## config.mk

```make
export PLATFORM = sky130hd
export DESIGN_NAME = espt_cell
export DESIGN_NICKNAME = d
export VERILOG_FILES = /design/src/sv/espt_pkg.sv /design/src/sv/espt_cell.sv
export SDC_FILE = /design/constraint.sdc
export NUM_CORES = 1
export LEC_CHECK = 0
export ABC_CLOCK_PERIOD_IN_PS = 4100
export BUFFER_PORTS_ARGS = -buffer_cell sky130_fd_sc_hd__buf_2
export CORE_AREA = 2 2 199 201
export CTS_BUF_LIST = sky130_fd_sc_hd__clkbuf_8
export DETAILED_ROUTE_END_ITERATION = 8
export DIE_AREA = 0 0 201 203
export SYNTH_ARGS = -nofsm -noshare
export SYNTH_HDL_FRONTEND = slang
export SYNTH_SLANG_ARGS = --single-unit
```

## constraint.sdc

```tcl
create_clock -name clk -period 4.1 [get_ports clk]
set_clock_uncertainty 0.05 [all_clocks]
set_input_delay 0.41 -clock clk [delete_from_list [all_inputs] [get_ports clk]]
set_output_delay 0.41 -clock clk [all_outputs]
set_load 0.1 [all_outputs]
```

## src/sv/espt_pkg.sv

```systemverilog
`timescale 1ns / 1ps
package espt_pkg;

    localparam int TABLE_ENTRIES = 16;
    localparam int TICK_W        = 16;
    localparam logic [TICK_W-1:0] TIMEOUT_RESET = 16'd300;

    typedef enum logic [1:0] {
        OP_OUTBOUND = 2'd0,
        OP_INBOUND  = 2'd1,
        OP_TICK     = 2'd2,
        OP_UNUSED   = 2'd3
    } op_t;

    typedef enum logic [2:0] {
        OC_ADDED     = 3'd0,
        OC_PAIRED    = 3'd1,
        OC_FOUND     = 3'd2,
        OC_NOT_FOUND = 3'd3,
        OC_FULL      = 3'd4,
        OC_TICK_DONE = 3'd5,
        OC_PAIR_ADD  = 3'd6
    } outcome_t;

    typedef enum logic [1:0] {
        DIR_ORIGINAL = 2'd0,
        DIR_REPLY    = 2'd1,
        DIR_NONE     = 2'd2
    } dir_t;

    typedef struct packed {
        logic [1:0]  operation;
        logic [31:0] spi;
        logic [31:0] src_ip;
        logic [31:0] dst_ip;
    } req_t;

    typedef struct packed {
        logic [2:0]  outcome;
        logic [1:0]  direction;
        logic [31:0] tuple_src_spi;
        logic [31:0] tuple_dst_spi;
        logic [31:0] peer_src_ip;
        logic [31:0] peer_dst_ip;
        logic        accept;
    } res_t;

    typedef struct packed {
        logic              valid;
        logic [31:0]       src_ip;
        logic [31:0]       dst_ip;
        logic [31:0]       src_spi;
        logic [31:0]       peer_spi;
        logic [TICK_W-1:0] ticks;
    } entry_t;

    // broadcast to every cell
    typedef struct packed {
        logic              age;
        logic              shift;
        logic [31:0]       key_spi;
        logic [31:0]       key_pend;
        logic [31:0]       new_src_ip;
        logic [31:0]       new_dst_ip;
        logic [31:0]       new_spi;
        logic [31:0]       peer_val;
        logic [TICK_W-1:0] timeout;
    } cell_bus_t;

    typedef struct packed {
        logic load;
        logic refresh;
        logic set_peer;
    } cell_ctl_t;

    typedef struct packed {
        logic spi_src;
        logic spi_peer;
        logic pend_src;
        logic pend_peer;
    } cell_hit_t;

endpackage

```

## src/sv/espt_cell.sv

```systemverilog
`timescale 1ns / 1ps
module espt_cell (
    input  logic                clk,
    input  logic                rst_n,
    input  espt_pkg::cell_bus_t bus,
    input  espt_pkg::cell_ctl_t ctl,
    input  espt_pkg::entry_t    nxt,
    input  logic                hole_in,
    output espt_pkg::entry_t    ent,
    output logic                hole_out,
    output espt_pkg::cell_hit_t hit
);

    logic                      valid_reg;
    logic                      valid_next;
    espt_pkg::entry_t          data_reg;
    espt_pkg::entry_t          data_next;

    always_comb
    begin
        ent       = data_reg;
        ent.valid = valid_reg;
    end

    assign hole_out      = hole_in | ~valid_reg;
    assign hit.spi_src   = valid_reg && (data_reg.src_spi == bus.key_spi);
    assign hit.spi_peer  = valid_reg && (data_reg.peer_spi == bus.key_spi);
    assign hit.pend_src  = valid_reg && (data_reg.src_spi == bus.key_pend);
    assign hit.pend_peer = valid_reg && (data_reg.peer_spi == bus.key_pend);

    always_comb
    begin
        data_next  = ent;
        valid_next = valid_reg;
        if (bus.shift)
        begin
            if (hole_out)
            begin
                data_next  = nxt;
                valid_next = nxt.valid;
            end
        end
        else if (bus.age)
        begin
            data_next.ticks = data_reg.ticks - espt_pkg::TICK_W'(1);
            valid_next      = valid_reg && (data_reg.ticks > espt_pkg::TICK_W'(1));
        end
        else
        begin
            if (ctl.load)
            begin
                valid_next         = 1'b1;
                data_next.src_ip   = bus.new_src_ip;
                data_next.dst_ip   = bus.new_dst_ip;
                data_next.src_spi  = bus.new_spi;
                data_next.peer_spi = '0;
                data_next.ticks    = bus.timeout;
            end
            if (ctl.refresh)
            begin
                data_next.ticks = bus.timeout;
            end
            if (ctl.set_peer)
            begin
                data_next.peer_spi = bus.peer_val;
            end
        end
    end

    always_ff @(posedge clk or negedge rst_n)
    begin
        if (!rst_n)
        begin
            valid_reg <= 1'b0;
        end
        else
        begin
            valid_reg <= valid_next;
        end
    end

    always_ff @(posedge clk)
    begin
        data_reg <= data_next;
    end

endmodule

```

After elaboration in Yosys (flattened, before gate mapping). Cells that the tools add are included.

$add $sub $neg: 1. Magnitude comparators: 1. Equality and inequality tests: 6. Muxes and demuxes: 11. Bitwise gates (word level): 2. Reductions and logical operators: 13.

Operators with widths (number): $mux 144 (3); $eq 32x32->1 (4); $mux 128 (1); $mux 16 (2); $mux 32 (1); $gt 16x1->1 const B (1); $sub 16x1->16 const B (1); $reduce_and 3->1 (2); $reduce_bool 3->1 (2); $logic_and 1x1->1 (5); $mux 1 (4); $reduce_and 2->1 (2); $reduce_bool 4->1 (1); $ne 2x1->1 const B (1); $ne 2x2->1 const B (1); $reduce_bool 2->1 (1); $not 1->1 (1); $or 1x1->1 (1).

Register bits after elaboration: 145. Input port bits: 361. Output and inout port bits: 150. Logic and storage cells: 40.

Depth between registers and ports, before layout.
Depth in word-level cells: 4. Gate-level depth with buffers: 6. Gate-level depth less buffers: 6.

Least setup slack after synthesis. Ideal clock, no wire load.

Path kind: register to output. From: reg data_reg (netlist bit ent[18]). To: out hit[2] (netlist name). Arrival time: 4.594 ns. Data required time: 3.640 ns. Setup slack: -0.954 ns. Stages on the path, launching flop included: 6. Buffers on the path: 0. Cell sequence: edfxtp_1 xnor2_1 nand4_1 nor4_1 nand4_1 nor4_1.

RTL lines: start, declared (RTL line espt_cell.sv:16) `espt_pkg::entry_t data_reg;`; start signal, assigned (RTL line espt_cell.sv:84) `data_reg <= data_next;`; end, declared (RTL line espt_cell.sv:11) `output espt_pkg::cell_hit_t hit`.

==> results.toml <==
[route]
drt_iter0_drc = 338
drc_errors = 0
via_per_inst = 4.25
ant_nets = 0
vias = 6886
first_pass_iters = 5
routed_wl_mm = 34.8
wl_per_cell_um = 21.5

[global_route]
grt_usage_pct = 16.8
grt_remaining_overflow = 0
grt_pass1_vias = 7229
grt_max_degree = 66
antenna_found_initial = 3
grt_pass1_wl_mm = 48.9

[floorplan]
num_io_pins = 511
die_area_mm2 = 0.0408
start_util_pct = 20.4
std_cell_rows = 72
die_height_um = 203
die_w_um = 201
core-area_mm2 = 0.0385

[placement]
gp_congestion = 0.939
post-dp-hpwl_mm = 29.2
numPortBuffers = 510
dpl_cell_area_mm2 = 0.0111

[setup_path]
crit_chain = "xnor2_1, nand4_1, nor4_1, nand4_1, nor4_2, buf_2"
critPathArrivalTime_ns = 3.16
cpMaxStageDelayCell = "nor4_1"
crit_buf_inv = 1
critical_path_class = "flip-flop to primary output"
crit_path_start_kind = "flip-flop"
path_common_cell = "nand4_1"
worst_ep_required_time_ns = 3.64
cp-end-kind = "primary output"
critPathMaxStageDelay_ns = 0.58
path_delay_family = "simple AND/OR/NAND/NOR gates"
cp_max_fo = 3

[cts]
cts_tree = "built"
cts_buffers = 17
clockRootBuffer = "clkbuf_8"
htreeDepth = 4
clk_latency_ns = 0.47
clockBufferDepth = 2
clock_sinks = 145
path_clk_slew_ns = 0.09

[synth]
muxShareOfSynthArea_pct = 14.5
yosysTopAreaCell = "edfxtp_1"
yosys.area_share.adder_pct = 0.318
synth_edf_count = 144
synthSimpleGateAreaFrac_pct = 6.86
synth_seq_cells = 145
ys_top_cells_by_area = "edfxtp_1 (55%), mux2_1 (14%), xnor2_1 (14%), a22o_1 (3.5%), nand4_1 (2.2%)"
synth_area_mm2 = 0.00786
synth-xor-area-share_pct = 15.8
syn_avg_cell_area_um2 = 13.7
synth_cell_type_count = 32
synth_seq_area_share_pct = 55.3
synthTopCellsByCount = "edfxtp_1 (144), xnor2_1 (122), mux2_1 (96), a22o_1 (31), nand4_1 (28)"
synth_top_family_by_area = "XOR/XNOR gates"
ys_async_sr_fraction_pct = 0.690
synth_compound_area_share_pct = 5.79
netlist_instances = 575
yosysWarnings = 0
yosysMostFrequentCell = "edfxtp_1"
synthDominantCellAreaShare_pct = 55.0
synth_flop_cell = "edfxtp_1"
syn-num-nets = 938

[sta]
slew_headroom_pct = 44.5
fin_hold_ws_ns = 0.172
finalHoldViolCount = 0
setup_viol = 0
finalCriticalPeriod_ns = 3.62
timing.setup.tns_ns = 0
slew_violations = 0
post-route-period-util_pct = 88.3
tightest_slew_ns = 0.830
clock.fmax_mhz = 276
rsz0062_at_grt = "false"

[power]
leakage_nw = 4.74
switching_power_mw = 2.10
p_clk_share_pct = 24.3
swShare_pct = 43.2
power_density_mw_per_mm2 = 425
p_int_mw = 2.77
peakVddDrop_mv = 0.171
p_comb_share_pct = 35.8
power_mw = 4.87
power_frac_seq_pct = 39.9

[min_path]
hold_class = "input pin to flip-flop"

[cells_and_area]
regArea_mm2 = 0.00435
post-route-util_pct = 29.8
drive_above_1_share_pct = 50.7
n_fill_cell = 4059
nets = 1450
largest_register_ffs = 144
area_growth_pct = 46.0
finalInstanceArea_mm2 = 0.0115
multi_input_area_mm2 = 0.00344

[outcome]
status = "completed"

[job]
max_cap_violations = 0
## power by group through the flow
stage	registers, mW	clock network (mW)	logic, mW
finish	1.94	1.18	1.75
global route	1.96	1.30	1.82
CTS	1.94	1.24	1.76
detailed placement	1.98	0	1.76
global placement	1.97	0	1.76
floorplan	2.84	0	0.369
## cell families after synthesis
family / Yosys count
compound gates: 63
xor+xnor: 142
fa+ha+maj: 2
buf+inv: 28
flops: 145
mux: 102
simple gates: 93
## metrics by stage
stage                     setup WS [ns]  instances
after CTS                         0.325       1618
after global placement            0.887       1585
final                             0.480       1619
after detailed placement          0.906       1585
after floorplan                   0.122        575
after global routing              0.233       1618
## final cells by class
cell class | count | share of cell area [%]
Timing Repair Buffer | 517 | 22.9
Sequential cell | 145 | 37.9
Clock inverter | 15 | 1.41
Tap cell | 518 | 5.65
Clock buffer | 17 | 2.04
Inverter | 4 | 0.131
Multi-Input combinational cell | 402 | 30.0
Antenna cell | 1 | 0.0218
## layer usage
metal / up-vias / track usage [%] / part of all wire (%)
li1: 3198 / - / -
met1: 3277 / 20.2 / 41
met2: 356 / 27.9 / 47
met3: 49 / 5.49 / 7.8
met4: 6 / 6.77 / 3.2
met5: - / 0 / 0.12
## placed cells by master (no fill, tap or decap), types with 8 or more instances in the layout
cell	n
xnor2_1	122
mux2_1	96
nor2_1	8
xor2_1	20
clkbuf_8	17
nand4_1	28
a22oi_1	8
nor4_1	10
edfxtp_1	144
a22o_1	31
buf_2	509
nand2_1	22
o21ai_1	21
## final timing paths
path	startpoint	endpoint	slack (ns)	cells past startpoint
min reg2reg	ent[11]	ent[11]	0.64	2
min	bus[122]	ent[122]	0.17	2
max reg2reg	valid_reg	ent[132]	1.75	4
max in group asynchronous	rst_n	valid_reg	3.73	2
max	ent[62]	hit[1]	0.48	6
min in group asynchronous	rst_n	valid_reg	0.19	2
## timing repair
action | CTS | global route
gates resized for setup | 0 | 0
hold buffers | 1 | 0
endpoints found under the hold margin | 1 | 0
setup buffers | 0 | 0
No activity file was read; power rests on OpenSTA's default activity.
